--- src/hdl/pwd_pkg.sv ---
`default_nettype none

package pwd_pkg;

	// Depth of the error window used for the derivative reference.
	localparam int ERROR_WINDOW = 10;

	localparam int CNT_W  = $clog2(ERROR_WINDOW + 1);
	localparam int HEAD_W = (ERROR_WINDOW > 1) ? $clog2(ERROR_WINDOW) : 1;
	localparam int SUM_W  = 32 + CNT_W;

	// Serial divider geometry: the dividend holds a 33 bit magnitude shifted up by 16.
	localparam int DVD_W  = 49;
	localparam int DSR_W  = 32;
	localparam int ITER_W = $clog2(DVD_W + 1);

	// Shared multiplier operand width and the wide accumulators of the output sum.
	localparam int MUL_W  = 33;
	localparam int PROD_W = 2 * MUL_W;
	localparam int TACC_W = 82;
	localparam int TOT_W  = 66;

	localparam logic [31:0] DT_ONE = 32'h0001_0000;

	localparam logic signed [47:0] MAX48 = 48'sh7FFF_FFFF_FFFF;
	localparam logic signed [47:0] MIN48 = 48'sh8000_0000_0000;

	// Configuration register indexes.
	localparam logic [2:0] REG_KP    = 3'd0;
	localparam logic [2:0] REG_KI    = 3'd1;
	localparam logic [2:0] REG_KD    = 3'd2;
	localparam logic [2:0] REG_FLOOR = 3'd3;
	localparam logic [2:0] REG_CEIL  = 3'd4;

	// Output terms, one per gain.
	localparam logic [1:0] TERM_P = 2'd0;
	localparam logic [1:0] TERM_I = 2'd1;
	localparam logic [1:0] TERM_D = 2'd2;

	typedef enum logic [3:0] {
		ST_IDLE,
		ST_MUL_INT,
		ST_INTEG,
		ST_MEAN_GO,
		ST_MEAN_WAIT,
		ST_MEAN,
		ST_DER_GO,
		ST_DER_WAIT,
		ST_DERIV,
		ST_PMUL,
		ST_PACC,
		ST_TERM,
		ST_OUT
	} state_t;

	typedef struct packed {
		logic              start;
		logic [DVD_W-1:0]  dividend;
		logic [DSR_W-1:0]  divisor;
		logic [ITER_W-1:0] iters;
	} div_req_t;

	typedef struct packed {
		logic             done;
		logic [DVD_W-1:0] quotient;
	} div_rsp_t;

	// Saturate a wide signed value to 48 bits.
	function automatic logic signed [47:0] sat48(input logic signed [TOT_W-1:0] x);
		logic signed [TOT_W-1:0] hi;
		logic signed [TOT_W-1:0] lo;
		hi = {{(TOT_W-48){MAX48[47]}}, MAX48};
		lo = {{(TOT_W-48){MIN48[47]}}, MIN48};
		if (x > hi) begin
			return MAX48;
		end else if (x < lo) begin
			return MIN48;
		end
		return x[47:0];
	endfunction

endpackage

`default_nettype wire

--- src/hdl/pwd_divider.sv ---
`default_nettype none

// Restoring unsigned divider, one quotient bit per cycle. The dividend is
// consumed from its top bit, so a request of N iterations divides the top N
// bits of the dividend word.
module pwd_divider (
	input  wire                    clk,
	input  wire                    arst_n,
	input  wire pwd_pkg::div_req_t req,
	output pwd_pkg::div_rsp_t      rsp
);

	logic [pwd_pkg::DSR_W-1:0]  rem_q;
	logic [pwd_pkg::DSR_W-1:0]  dsr_q;
	logic [pwd_pkg::DVD_W-1:0]  dvd_q;
	logic [pwd_pkg::DVD_W-1:0]  quo_q;
	logic [pwd_pkg::ITER_W-1:0] cnt_q;
	logic                       done_q;

	logic [pwd_pkg::DSR_W:0] trial;
	logic [pwd_pkg::DSR_W:0] diff;
	logic                    fits;

	assign trial = {rem_q, dvd_q[pwd_pkg::DVD_W-1]};
	assign diff  = trial - {1'b0, dsr_q};
	assign fits  = (trial >= {1'b0, dsr_q});

	always_ff @(posedge clk or negedge arst_n) begin
		if (!arst_n) begin
			cnt_q  <= '0;
			done_q <= 1'b0;
		end else if (req.start) begin
			cnt_q  <= req.iters;
			done_q <= 1'b0;
		end else if (cnt_q != '0) begin
			cnt_q  <= cnt_q - pwd_pkg::ITER_W'(1);
			done_q <= (cnt_q == pwd_pkg::ITER_W'(1));
		end else begin
			done_q <= 1'b0;
		end
	end

	always_ff @(posedge clk) begin
		if (req.start) begin
			rem_q <= '0;
			dsr_q <= req.divisor;
			dvd_q <= req.dividend;
			quo_q <= '0;
		end else if (cnt_q != '0) begin
			rem_q <= fits ? diff[pwd_pkg::DSR_W-1:0] : trial[pwd_pkg::DSR_W-1:0];
			dvd_q <= {dvd_q[pwd_pkg::DVD_W-2:0], 1'b0};
			quo_q <= {quo_q[pwd_pkg::DVD_W-2:0], fits};
		end
	end

	assign rsp.done     = done_q;
	assign rsp.quotient = quo_q;

endmodule

`default_nettype wire

--- config.mk ---
export PLATFORM = sky130hd
export DESIGN_NAME = pwd_divider
export DESIGN_NICKNAME = d
export VERILOG_FILES = /design/src/hdl/pwd_pkg.sv /design/src/hdl/pwd_divider.sv
export SDC_FILE = /design/constraint.sdc
export NUM_CORES = 1
export LEC_CHECK = 0
export BUFFER_PORTS_ARGS = -buffer_cell sky130_fd_sc_hd__clkbuf_2
export CAP_MARGIN = 30
export CORE_MARGIN = 4
export CORE_UTILIZATION = 53
export CTS_BUF_LIST = sky130_fd_sc_hd__clkbuf_4
export DETAILED_ROUTE_END_ITERATION = 12
export HOLD_SLACK_MARGIN = 0.06
export PLACE_DENSITY = 0.79
export SLEW_MARGIN = 30
export SYNTH_ARGS = -nofsm -noshare
export SYNTH_HDL_FRONTEND = slang
export SYNTH_SLANG_ARGS = --single-unit
--- constraint.sdc ---
create_clock -name clk -period 2.9 [get_ports clk]
set_clock_uncertainty 0.15 [all_clocks]
set_input_delay 0.58 -clock clk [delete_from_list [all_inputs] [get_ports clk]]
set_output_delay 0.58 -clock clk [all_outputs]
set_load 0.005 [all_outputs]
==> impl_results.md <==
- #FFs+latches synth: roughly 170
- Worst slew pin tran: 0.676 ns
- First-pass DRT Iterations: 5
- Final Hold Viols: 0
- # setup viols final: 1
- Register Area: 4230 um2
- GPL Wtd Cong: 0.875
- Crit-path cells: inv_2 > ha_4 > a21oi_4 > o21bai_1 > a21o_1 > a211oi_2 > o31ai_4 > o2111ai_4 > o21ai_4 > buf_12 > clkbuf_16 > nand4b_1 > o21ai_1 > a211o_1
- CTS sink count: ~170
- CTS Buf Count: 17
- Cell taking the most area after synthesis: edfxtp_1
- Crit path from: dsr_q[13]$_DFFE_PP_
- TritonCTS clock tree: yes
- Antenna cell count: 0
- Failing checks: setup timing
- Leak: 0.00431 uW
- EDFF count, synth: a little over 80
- H-Tree Depth: 4
- Worst skew pair latency: approximately 0.57 ns
- Max cap viols: 0
- Routed WL: ~18000 um
- Area growth from synthesis to layout: 25.6%
- Arrival time at the worst endpoint: approximately 3.2 ns
- Hpwl dp: 12000 um
- Number of global-route vias before repair: 5706
- Worst Path Class, Setup: reg2reg
- DR iter-0 viols: 441
- Area after DPL: 9030 um2
- R2R depth: 14
- Fillers: 1107
- Max incr delay on CP: approximately 0.44 ns
- Final ANT Viol Nets: 0
- Overall Power: 4670 uW
- Clock buffer depth: 2
- Startpoint Class: flip-flop
- Root Buffer: clkbuf_4
- Slack of the worst reg-to-reg path: -0.02 ns
- Most common cell after layout, fill and taps aside: clkbuf_2
- Sequential-to-total area share from yosys stat: 52.8%
- Total GRT Usage: 20.2%
- Non-Filler Cell Area, Final: between 10000 and 15000 um2
- Gr ovfl total: 0
- # rows: 44
- Status: complete, but fails checks
- I/O pin count: 140
- Min Tclk post-route: roughly 3 ns
- Multi-input gate area in the final layout: 3630 um2
- Clk slew on worst S/H paths: 0.15 ns
- Initial Utilization: 54.6%
- Max transition margin: 54.8%
- Avg Cell Area, Syn: approximately 11 um2
- Synth Flop Type: edfxtp_1
- Die height: 131 um
- Nets: 1040
- Critical-path top delay cell: edfxtp_1
- Critical path endpoint category: flip-flop
- Share of layout cells above drive strength 1: between 30 and 40%
- RSZ-0062 raised after global routing: yes
- Vias: 6133
- Die width: 131 um
- Worst hold path class: in2reg
- Setup ws final: -0.0185 ns
- CORE AREA: 14600 um2
- R2r endpoint: rem_q[31]$_SDFFE_PP0P_
- Netlist cell types: 61
- Worst hold path startpoint: req[87]
- Crit path buf inv count: 3
- Fin Setup TNS: -0.0185 ns
- Worst path required time: 3.22 ns
- Synth warn: 0
- Top delay family on crit path: compound AO/OA/AOI/OAI gates
- Final Max Tran Viols: 0
- Port bufs: roughly 140
- Mapped Cells: a little over 700
- Post-Syn Nets: 843
- R2r startpoint: dsr_q[13]$_DFFE_PP_
- CP Depth: 14
- Vias per inst: between 5 and 6
- Fmax: 0.343 GHz
- Synth Cell Area: approximately 8000 um2
- CP Capture Point: rem_q[31]$_SDFFE_PP0P_
- Pin count of the biggest net entering global routing: between 80 and 90
- Initial antenna violation count: 0
- Period utilization: 101%
- DRC violations left: 0
- Die ar.: 17100 um2
- First-pass GRT wire length: 27600 um
- Synth top area cells: edfxtp_1 30%, dfxtp_1 20%, mux2_2 6.8%
- Fraction of registers with async set/reset: 4.14%
- Synth top area share: 30.4%
- Commonest non-fill, non-tap cells in the layout: 138 x clkbuf_2, 81 x edfxtp_1, 81 x dfxtp_1
- VDD IR max: roughly 0.5 mV
- Crit-path max FO: 5
- Power Dens Cells: 464 nW/um2
- Avg WL per Cell: 16.3 um
## logic make-up after synthesis
kind of cell / after synthesis / share of synthesized area, %
xor+xnor: 31 / 3.39
compound gates: 195 / 16.8
buf+inv: 86 / 4.44
mux: 64 / 8.77
fa+ha+maj: 35 / 5.57
flops: 169 / 52.8
simple gates: 138 / 8.15
## worst register-to-register path, cell delays in order, from the launching register on
cell,delay (ns)
edfxtp_1,0.44
inv_2,0.08
ha_4,0.21
a21oi_4,0.14
o21bai_1,0.12
a21o_1,0.19
a211oi_2,0.26
o31ai_4,0.15
o2111ai_4,0.26
o21ai_4,0.12
buf_12,0.15
clkbuf_16,0.15
nand4b_1,0.09
o21ai_1,0.07
a211o_1,0.25
## report_power, final
part	total, uW	switching [uW]	internal (uW)
Combinational	593	297	296
Clock	1370	907	460
Sequential	2710	53.4	2650
## Yosys cell counts (9+ instances only)
master,instances
dfxtp_1,81
edfxtp_1,81
nand2_1,55
a22o_1,54
a21oi_1,49
inv_1,48
mux2_2,48
ha_1,34
clkbuf_1,30
o21ai_1,27
nor2_1,26
o21ai_0,19
xnor2_1,17
mux2i_1,15
nand3_1,14
xor2_1,14
a21o_1,9
## per-stage QoR
| stage | util [%] | hold slack, ns | setup slack [ns] | std cells |
|---|---|---|---|---|
| 5_1_grt | 68.7 | 0.0771 | -0.163 | 1112 |
| 3_5_place_dp | 61.7 | 0.274 | -0.0986 | 1030 |
| 6_report | 68.7 | 0.134 | -0.0185 | 1112 |
| 4_1_cts | 66.4 | 0.0770 | 0.0192 | 1101 |
| 2_1_floorplan | - | 0.134 | 0.00334 | 718 |
| 3_3_place_gp | 61.7 | 0.272 | 0.0576 | 1030 |
## registers in the layout, summed over array words and instances, names as in the netlist
signal and count:
dsr_q 32, done_q 1, quo_q 49, rem_q 32, dvd_q 49, cnt_q 6
## how the worst min path moves through the flow
stage | slack [ns] | cells after the start | end
after global routing | 0.08 | 2 | cnt_q[2]$_DFFE_PN0P_
after global placement | 0.27 | 1 | cnt_q[3]$_DFFE_PN0P_
after CTS | 0.08 | 2 | cnt_q[2]$_DFFE_PN0P_
after detailed placement | 0.27 | 1 | cnt_q[3]$_DFFE_PN0P_
final | 0.13 | 2 | cnt_q[2]$_DFFE_PN0P_
after floorplan | 0.13 | 0 | cnt_q[0]$_DFFE_PN0P_
## layer usage
| layer | wire length [um] | vias up | part of all wire [%] | track usage (%) |
|---|---|---|---|---|
| li1 | - | 3022 | - | - |
| met4 | 249 | 0 | 1.4 | 5.38 |
| met3 | 1270 | 25 | 7.0 | 7.56 |
| met2 | 8690 | 189 | 48 | 31.2 |
| met5 | 0 | - | 0 | 0 |
| met1 | 7950 | 2897 | 44 | 27.1 |
## layout make-up
cell class | instances | share of cell area [%]
Multi-Input combinational cell | 463 | 36.1
Sequential cell | 169 | 42.1
Inverter | 48 | 1.83
Tap cell | 184 | 2.29
Timing Repair Buffer | 216 | 14.8
Clock inverter | 15 | 1.58
Clock buffer | 17 | 1.27
## timing repair
item | 4_1_cts | 5_1_grt
endpoints found under the setup margin | 3 | 33
pin swaps | 2 | 22
endpoints found under the hold margin | 45 | 0
hold buffers | 39 | 0
cloned | 0 | 3
gates resized for setup | 4 | 38
setup buffers | 0 | 8
(Power assumes the default switching activity.)
